--- src/hdl/rsh_pkg.sv ---
`default_nettype none
package rsh_pkg;

    localparam int MAX_SPHERES = 16;
    localparam int FRAC_BITS   = 16;

    localparam int SLOT_W  = 4;
    localparam int COUNT_W = 5;
    localparam int POS_W   = 32;
    localparam int DIR_W   = 18;
    localparam int RAD_W   = 31;
    localparam int R2_W    = 2 * RAD_W;
    localparam int DIST_W  = 32;

    localparam int L_W    = POS_W + 1;
    localparam int MUL_W  = L_W + 1;
    localparam int PROD_W = 2 * MUL_W;
    localparam int TCA_W  = L_W + DIR_W + 2;
    localparam int TQ_W   = TCA_W - FRAC_BITS;
    localparam int LL_W   = 2 * L_W + 1;
    localparam int TD_W   = TQ_W + 1;
    localparam int SQ_W   = 64;
    localparam int SQK_W  = 5;
    localparam int THC_W  = R2_W / 2;
    localparam int STEP_W = 3;

    localparam logic [COUNT_W-1:0] COUNT_MAX = COUNT_W'(MAX_SPHERES);

    localparam logic MODE_LOAD = 1'b0;
    localparam logic MODE_RAY  = 1'b1;

    localparam logic [STEP_W-1:0] STEP_DX  = 3'd0;
    localparam logic [STEP_W-1:0] STEP_DY  = 3'd1;
    localparam logic [STEP_W-1:0] STEP_DZ  = 3'd2;
    localparam logic [STEP_W-1:0] STEP_LX  = 3'd3;
    localparam logic [STEP_W-1:0] STEP_LY  = 3'd4;
    localparam logic [STEP_W-1:0] STEP_LZ  = 3'd5;
    localparam logic [STEP_W-1:0] STEP_TQ  = 3'd6;

    typedef enum logic [2:0] {
        ST_IDLE,
        ST_RD,
        ST_L,
        ST_MUL,
        ST_D2,
        ST_SQRT,
        ST_FIN,
        ST_DONE
    } state_t;

    typedef struct packed {
        logic                sph_load;
        logic                ray_load;
        logic                rd;
        logic                lcalc;
        logic                mul;
        logic [STEP_W-1:0]   mstep;
        logic                d2;
        logic                sqrt;
        logic                fin;
        logic                push;
        logic [SLOT_W-1:0]   idx;
    } cmd_t;

    typedef struct packed {
        logic miss;
        logic sqrt_last;
    } status_t;

endpackage
`default_nettype wire

--- src/hdl/rsh_ctrl.sv ---
`default_nettype none
module rsh_ctrl
    import rsh_pkg::*;
(
    input  wire logic               clk,
    input  wire logic               rst_n,
    input  wire logic               req_valid,
    output logic                    req_ready,
    input  wire logic               req_mode,
    output logic                    rsp_valid,
    input  wire logic               rsp_ready,
    input  wire logic               cfg_valid,
    output logic                    cfg_ready,
    input  wire logic [COUNT_W-1:0] cfg_data,
    input  wire status_t            status,
    output cmd_t                    cmd
);

    state_t              state_reg, state_next;
    logic [SLOT_W-1:0]   idx_reg, idx_next;
    logic [STEP_W-1:0]   step_reg, step_next;
    logic [COUNT_W-1:0]  count_reg;
    logic                rsp_valid_reg, rsp_valid_next;
    logic [COUNT_W-1:0]  active_n;
    logic                accept;

    assign cfg_ready = 1'b1;
    assign rsp_valid = rsp_valid_reg;
    assign active_n  = (count_reg > COUNT_MAX) ? COUNT_MAX : count_reg;
    assign accept    = req_valid && req_ready;

    always_ff @(posedge clk or negedge rst_n)
    begin
        if (!rst_n)
        begin
            state_reg     <= ST_IDLE;
            idx_reg       <= '0;
            step_reg      <= '0;
            count_reg     <= '0;
            rsp_valid_reg <= 1'b0;
        end
        else
        begin
            state_reg     <= state_next;
            idx_reg       <= idx_next;
            step_reg      <= step_next;
            rsp_valid_reg <= rsp_valid_next;
            if (cfg_valid && cfg_ready)
            begin
                count_reg <= cfg_data;
            end
        end
    end

    always_comb
    begin
        state_next     = state_reg;
        idx_next       = idx_reg;
        step_next      = step_reg;
        rsp_valid_next = rsp_valid_reg && !rsp_ready;
        req_ready      = 1'b0;
        cmd            = '0;
        cmd.idx        = idx_reg;
        cmd.mstep      = step_reg;
        unique case (state_reg)
            ST_IDLE:
            begin
                req_ready = 1'b1;
                if (accept)
                begin
                    if (req_mode == MODE_LOAD)
                    begin
                        cmd.sph_load = 1'b1;
                    end
                    else
                    begin
                        cmd.ray_load = 1'b1;
                        idx_next     = '0;
                        state_next   = (active_n == '0) ? ST_DONE : ST_RD;
                    end
                end
            end
            ST_RD:
            begin
                cmd.rd     = 1'b1;
                state_next = ST_L;
            end
            ST_L:
            begin
                cmd.lcalc  = 1'b1;
                step_next  = '0;
                state_next = ST_MUL;
            end
            ST_MUL:
            begin
                cmd.mul   = 1'b1;
                step_next = step_reg + 1'b1;
                if (step_reg == STEP_TQ)
                begin
                    state_next = ST_D2;
                end
            end
            ST_D2:
            begin
                cmd.d2     = 1'b1;
                state_next = ST_SQRT;
            end
            ST_SQRT:
            begin
                // skip the root on a miss
                cmd.sqrt = !status.miss;
                if (status.miss || status.sqrt_last)
                begin
                    state_next = ST_FIN;
                end
            end
            ST_FIN:
            begin
                cmd.fin = 1'b1;
                if ({1'b0, idx_reg} + 1'b1 == active_n)
                begin
                    state_next = ST_DONE;
                end
                else
                begin
                    idx_next   = idx_reg + 1'b1;
                    state_next = ST_RD;
                end
            end
            ST_DONE:
            begin
                if (!rsp_valid_reg || rsp_ready)
                begin
                    cmd.push       = 1'b1;
                    rsp_valid_next = 1'b1;
                    state_next     = ST_IDLE;
                end
            end
            default:
            begin
                state_next = ST_IDLE;
            end
        endcase
    end

endmodule
`default_nettype wire

--- config.mk ---
export PLATFORM = sky130hd
export DESIGN_NAME = rsh_ctrl
export DESIGN_NICKNAME = d
export VERILOG_FILES = /design/src/hdl/rsh_pkg.sv /design/src/hdl/rsh_ctrl.sv
export SDC_FILE = /design/constraint.sdc
export NUM_CORES = 1
export LEC_CHECK = 0
export ABC_AREA = 0
export BUFFER_PORTS_ARGS = -buffer_cell sky130_fd_sc_hd__buf_2
export CAP_MARGIN = 20
export CORE_ASPECT_RATIO = 0.75
export CORE_UTILIZATION = 35
export DETAILED_ROUTE_END_ITERATION = 8
export PLACE_DENSITY = 0.7
export RECOVER_POWER = 50
export SYNTH_ARGS = -nofsm -noshare
export SYNTH_HDL_FRONTEND = slang
export SYNTH_SLANG_ARGS = --single-unit
--- constraint.sdc ---
create_clock -name clk -period 2 [get_ports clk]
set_clock_uncertainty 0.05 [all_clocks]
set_input_delay 0.1 -clock clk [delete_from_list [all_inputs] [get_ports clk]]
set_output_delay 0.1 -clock clk [all_outputs]
set_load 0.05 [all_outputs]
## Word-level counts from Yosys, hierarchy flattened

Index checks and enable logic that the tools add are counted.
W data, S select, Z words.

| word-level totals | value |
|---|---|
| register bits | 16 |
| bits of input ports | 13 |
| output and inout bits | 19 |
| word-level logic and storage cells | 66 |

| cells by class | value |
|---|---|
| add/subtract/negate cells | 3 |
| order comparisons | 1 |
| equal/unequal tests | 15 |
| mux-type cells | 29 |
| reduce and logical (&&, ||, !) cells | 13 |

Operator list:

| operator | number |
|---|---|
| $pmux W3 S8 | 1 |
| $mux W3 | 7 |
| $eq A3 B3 Y1 const B | 5 |
| $mux W1 | 13 |
| $mux W4 | 3 |
| $ne A2 B2 Y1 const B | 6 |
| $pmux W4 S2 | 1 |
| $eq A3 B2 Y1 const B | 2 |
| $pmux W3 S2 | 1 |
| $add A4 B1 Y5 const B | 1 |
| $eq A5 B5 Y1 | 1 |
| $gt A5 B5 Y1 const B | 1 |
| $logic_not A5 Y1 | 1 |
| $mux W5 | 1 |
| $reduce_and A5 Y1 | 1 |
| $add A4 B1 Y4 const B | 1 |
| $mux W2 | 2 |
| $reduce_and A4 Y1 | 1 |
| $reduce_bool A2 Y1 | 2 |
| $add A3 B1 Y3 const B | 1 |
| $eq A3 B1 Y1 const B | 1 |
| $logic_not A1 Y1 | 3 |
| $logic_not A3 Y1 | 1 |
| $logic_and A1 B1 Y1 | 2 |
| $logic_or A1 B1 Y1 | 2 |

## Longest topological paths before layout

| depth | value |
|---|---|
| depth after elaboration | 7 |
| mapped depth | 7 |
| gate-level depth less buffers | 7 |

## Worst setup path after synthesis

OpenSTA, ideal clock, no wires.

| timing path | value |
|---|---|
| path kind | register to output |
| start point | register state_reg[1] |
| end point | output port cmd[14] (netlist bit) |
| arrival time | 2.504 ns |
| data required time | 1.850 ns |
| path slack | -0.654 ns |
| cell stages (with the launch flop) | 5 |
| buffers on the path | 1 |
| path through | dfrtp_1 -> buf_4 -> nor3_1 -> nand3_1 -> inv_1 |

RTL lines:

| what | RTL line | text |
|---|---|---|
| start, declared | rsh_ctrl.sv:19 | `state_t state_reg, state_next;` |
| start signal, assigned | rsh_ctrl.sv:44 | `state_reg <= state_next;` |
| end, declared | rsh_ctrl.sv:16 | `output cmd_t cmd` |

## Worst setup path after layout

| timing path | value |
|---|---|
| start point | register idx_reg[0] |
| end point | register state_reg[1] |

| on the way | value |
|---|---|
| cells in the longest elaborated chain, start to end | 4 |

RTL lines:

| what | RTL line | text |
|---|---|---|
| start, declared | rsh_ctrl.sv:20 | `logic [SLOT_W-1:0] idx_reg, idx_next;` |
| start signal, assigned | rsh_ctrl.sv:45 | `idx_reg <= idx_next;` |
| $add A4 B1 Y5 | rsh_ctrl.sv:120 | `if ({1'b0, idx_reg} + 1'b1 == active_n)` |
| $eq A5 B5 Y1 | rsh_ctrl.sv:120 |  |
| $mux W3 | rsh_ctrl.sv:120 |  |
| $pmux W3 S8 | rsh_ctrl.sv:65 | `unique case (state_reg)` |

Every way passes these cells.
A chain may end at the register's enable or synchronous reset.

==> reports/metrics.csv <==
stage,metric,value,unit
placement,Buffers on Ports,30,
finish,final instance area,1240,um^2
cts,# H-tree levels,1,
routing,Vias per Instance,5.12,
finish,Largest register FFs,5,
placement,placed cell areas,1180,um^2
routing,DR iter-0 viols,45,
synthesis,Synth cell types,35,
timing,Slew headroom,42.7,%
synthesis,top-count cell post-synth,dfrtp_1,
critical_path,slowest cell on the critical path,dfrtp_2,
synthesis,Post-Syn Instances,102,
placement,Post-DP HPWL,1610,um
synthesis,Synth async-reset ratio,100,%
finish,Post-layout nets,152,
timing,"Slew Viols, Final",0,
critical_path,Critical Path End Type,register,
routing,routed vias,875,
cts,"Clk pin slew, worst setup/hold paths",70,ps
critical_path,CP arrival,2030,ps
finish,fillers,260,
cts,Clock Tree Root,clkbuf_8,
timing,final setup vio count,0,
pwr,pwr/cell area,1610,nW/um^2
global_route,first-pass GRT wire length,3140,um
pwr,Leak,0.602,nW
synthesis,Area contributors post-synth,"dfrtp_1 41%, mux2_2 5.8%, mux2i_1 5.1%",
global_route,GRT Util Overall,14.6,%
timing,minimum clock period,1910,ps
routing,WL/cell,12.3,um
synthesis,"Top FF cell, synth",dfrtp_1,
critical_path,reg2reg setup slack,90,ps
synthesis,synth cell count leaders,"16 x dfrtp_1, 12 x nand2_1, 7 x nor2_1",
run,# Max-Cap Violations,0,
critical_path,Worst Setup Path Type,reg -> reg,
routing,Pre-Repair DR Iteration Count,4,
placement,gpl congestion,0.785,
timing,f_max,0.523,GHz
routing,total wire length,2100,um
outcome,status,completed,
die,Die Wd,62.9,um
synthesis,#FFs+latches synth,16,
timing,unrepaired setup endpoints after global routing,no,
global_route,Overflow after GRT,0,
cts,Num CTS Buffers,3,
cts,CTS tree,built,
routing,Residual DRC,0,
critical_path,critical path cell sequence,buf_4 -> and3_2 -> xnor3_1 -> nand4_1 -> or2_1 -> a221oi_2,
timing,"Hold Vio Cnt, Final",0,
synthesis,Mean Syn Cell Area,9.54,um^2
synthesis,Synth Cell Area,973,um^2
critical_path,Worst setup SP type,register,
global_route,largest net degree at the start of global routing,17,
synthesis,number of flops mapped to enable cells by yosys,0,
synthesis,Yosys top cell area share,41.1,%
finish,Antenna Cells,0,
critical_path,worst-path fanout max,7,
cts,post-CTS setup buffer count,0,
synthesis,syn_nets,118,
die,initial core utilization,37.1,%
synthesis,sequential share of the synthesized area,41.1,%
die,I/O pins,32,
die,Core ar.,2620,um^2
synthesis,Synth warnings,0,
timing,setup tns final,0,ps
finish,share of layout cells above drive strength 1,32.6,%
die,Die H,47.7,um
timing,Slew @ Worst Pin,860,ps
timing,final worst-path cycle share,95.5,%
synthesis,biggest area consumer among synthesized cells,dfrtp_1,
finish,area delta synth->final,27.8,%
cts,# clock sinks,16,
cts,CTS Buffer Depth,2,
global_route,vias in the first global route,694,
pwr,worst vdd ir,0.654,mV
global_route,antenna violations before repair,0,
die,Row Count,16,
critical_path,CP max stage delay,420,ps
cts,worst skew pair latency,250,ps
die,die area,3000,um^2
critical_path,CP required,2110,ps
worst_hold_path,Worst Hold Class,in -> reg,
routing,Routed Antenna Nets,0,
==> routing by layer <==
layer	track usage, %	vias to the layer above	wire length (um)
met1	19.5	412	1020
met3	5.48	5	136
met5	0	-	0
met4	6.98	0	38
li1	-	430	-
met2	21.1	28	899
==> layout make-up <==
class	instances	area, um^2	share of cell area, %
Clock buffer	4	45.0	3.62
Inverter	5	18.8	1.51
Timing Repair Buffer	32	163	13.1
Sequential cell	16	403	32.4
Tap cell	36	45.0	3.62
Multi-Input combinational cell	78	569	45.8
==> report_power, final <==
| part | internal, W | switching (W) |
|---|---|---|
| Combinational | 0.000372 | 0.000755 |
| Clock | 0.000141 | 0.000111 |
| Sequential | 0.000439 | 0.000183 |
| Total | 0.000953 | 0.00105 |
==> path summary, 6_finish.rpt <==
kind,from,endpoint,cells past startpoint
max,idx_reg[0]$_DFFE_PN0P_,state_reg[1]$_DFFE_PN0P_,6
min,cfg_data[3],count_reg[3]$_DFFE_PN0P_,2
max reg2reg,idx_reg[0]$_DFFE_PN0P_,state_reg[1]$_DFFE_PN0P_,6
min reg2reg,step_reg[2]$_DFFE_PN0P_,step_reg[2]$_DFFE_PN0P_,1
max in group asynchronous,rst_n,idx_reg[0]$_DFFE_PN0P_,2
min in group asynchronous,rst_n,idx_reg[2]$_DFFE_PN0P_,2
==> layout by cell type, fill, tap and decap left out, drive strengths merged, types with 2 or more instances in the layout <==
cell	instances
a211oi	2
a21oi	4
buf	27
clkbuf	8
dfrtp	16
ha	3
inv	5
mux2	5
mux2i	5
nand2	12
nand2b	4
nand3	3
nor2	7
nor2b	3
nor3	2
nor3b	2
o211ai	2
o21ai	6
o31ai	2
==> critical path, delay by kind of cell, from the launching register on <==
family,cells,cell delay [ps]
AOI/OAI and AO/OA,1,240
xor gates and xnor gates,1,280
buffers and inverters,1,160
DFF,1,420
and+or+nand+nor,3,670
==> cells by family after synthesis <==
group           count (synthesis)  share of synthesized area, %
other cells                     1                         0.385
xor+xnor                        2                          3.21
fa+ha+maj                       3                          3.86
flops                          16                          41.1
simple gates                   41                          21.9
buf+inv                         8                          3.86
compound gates                 21                          14.8
mux                            10                          10.9
==> metrics by stage <==
step	total power [W]	std cells	hold slack (ps)	util [%]	setup slack, ps
6_report	0.00200	171	33.2	47.4	89.0
3_5_place_dp	0.00173	166	-18.1	45.1	83.1
4_1_cts	0.00199	171	28.3	47.2	87.6
3_3_place_gp	0.00169	166	-17.6	45.1	163
5_1_grt	0.00214	171	29.1	47.4	16.6
2_1_floorplan	0.00147	102	-246	-	21.3
==> what timing repair did <==
item / in CTS / in global routing
gates resized for setup: 0 / 1
hold endpoints to repair: 16 / 0
hold buffers: 1 / 0
endpoints found under the setup margin: 0 / 2
Note: power is estimated with default switching activity, not from simulation.
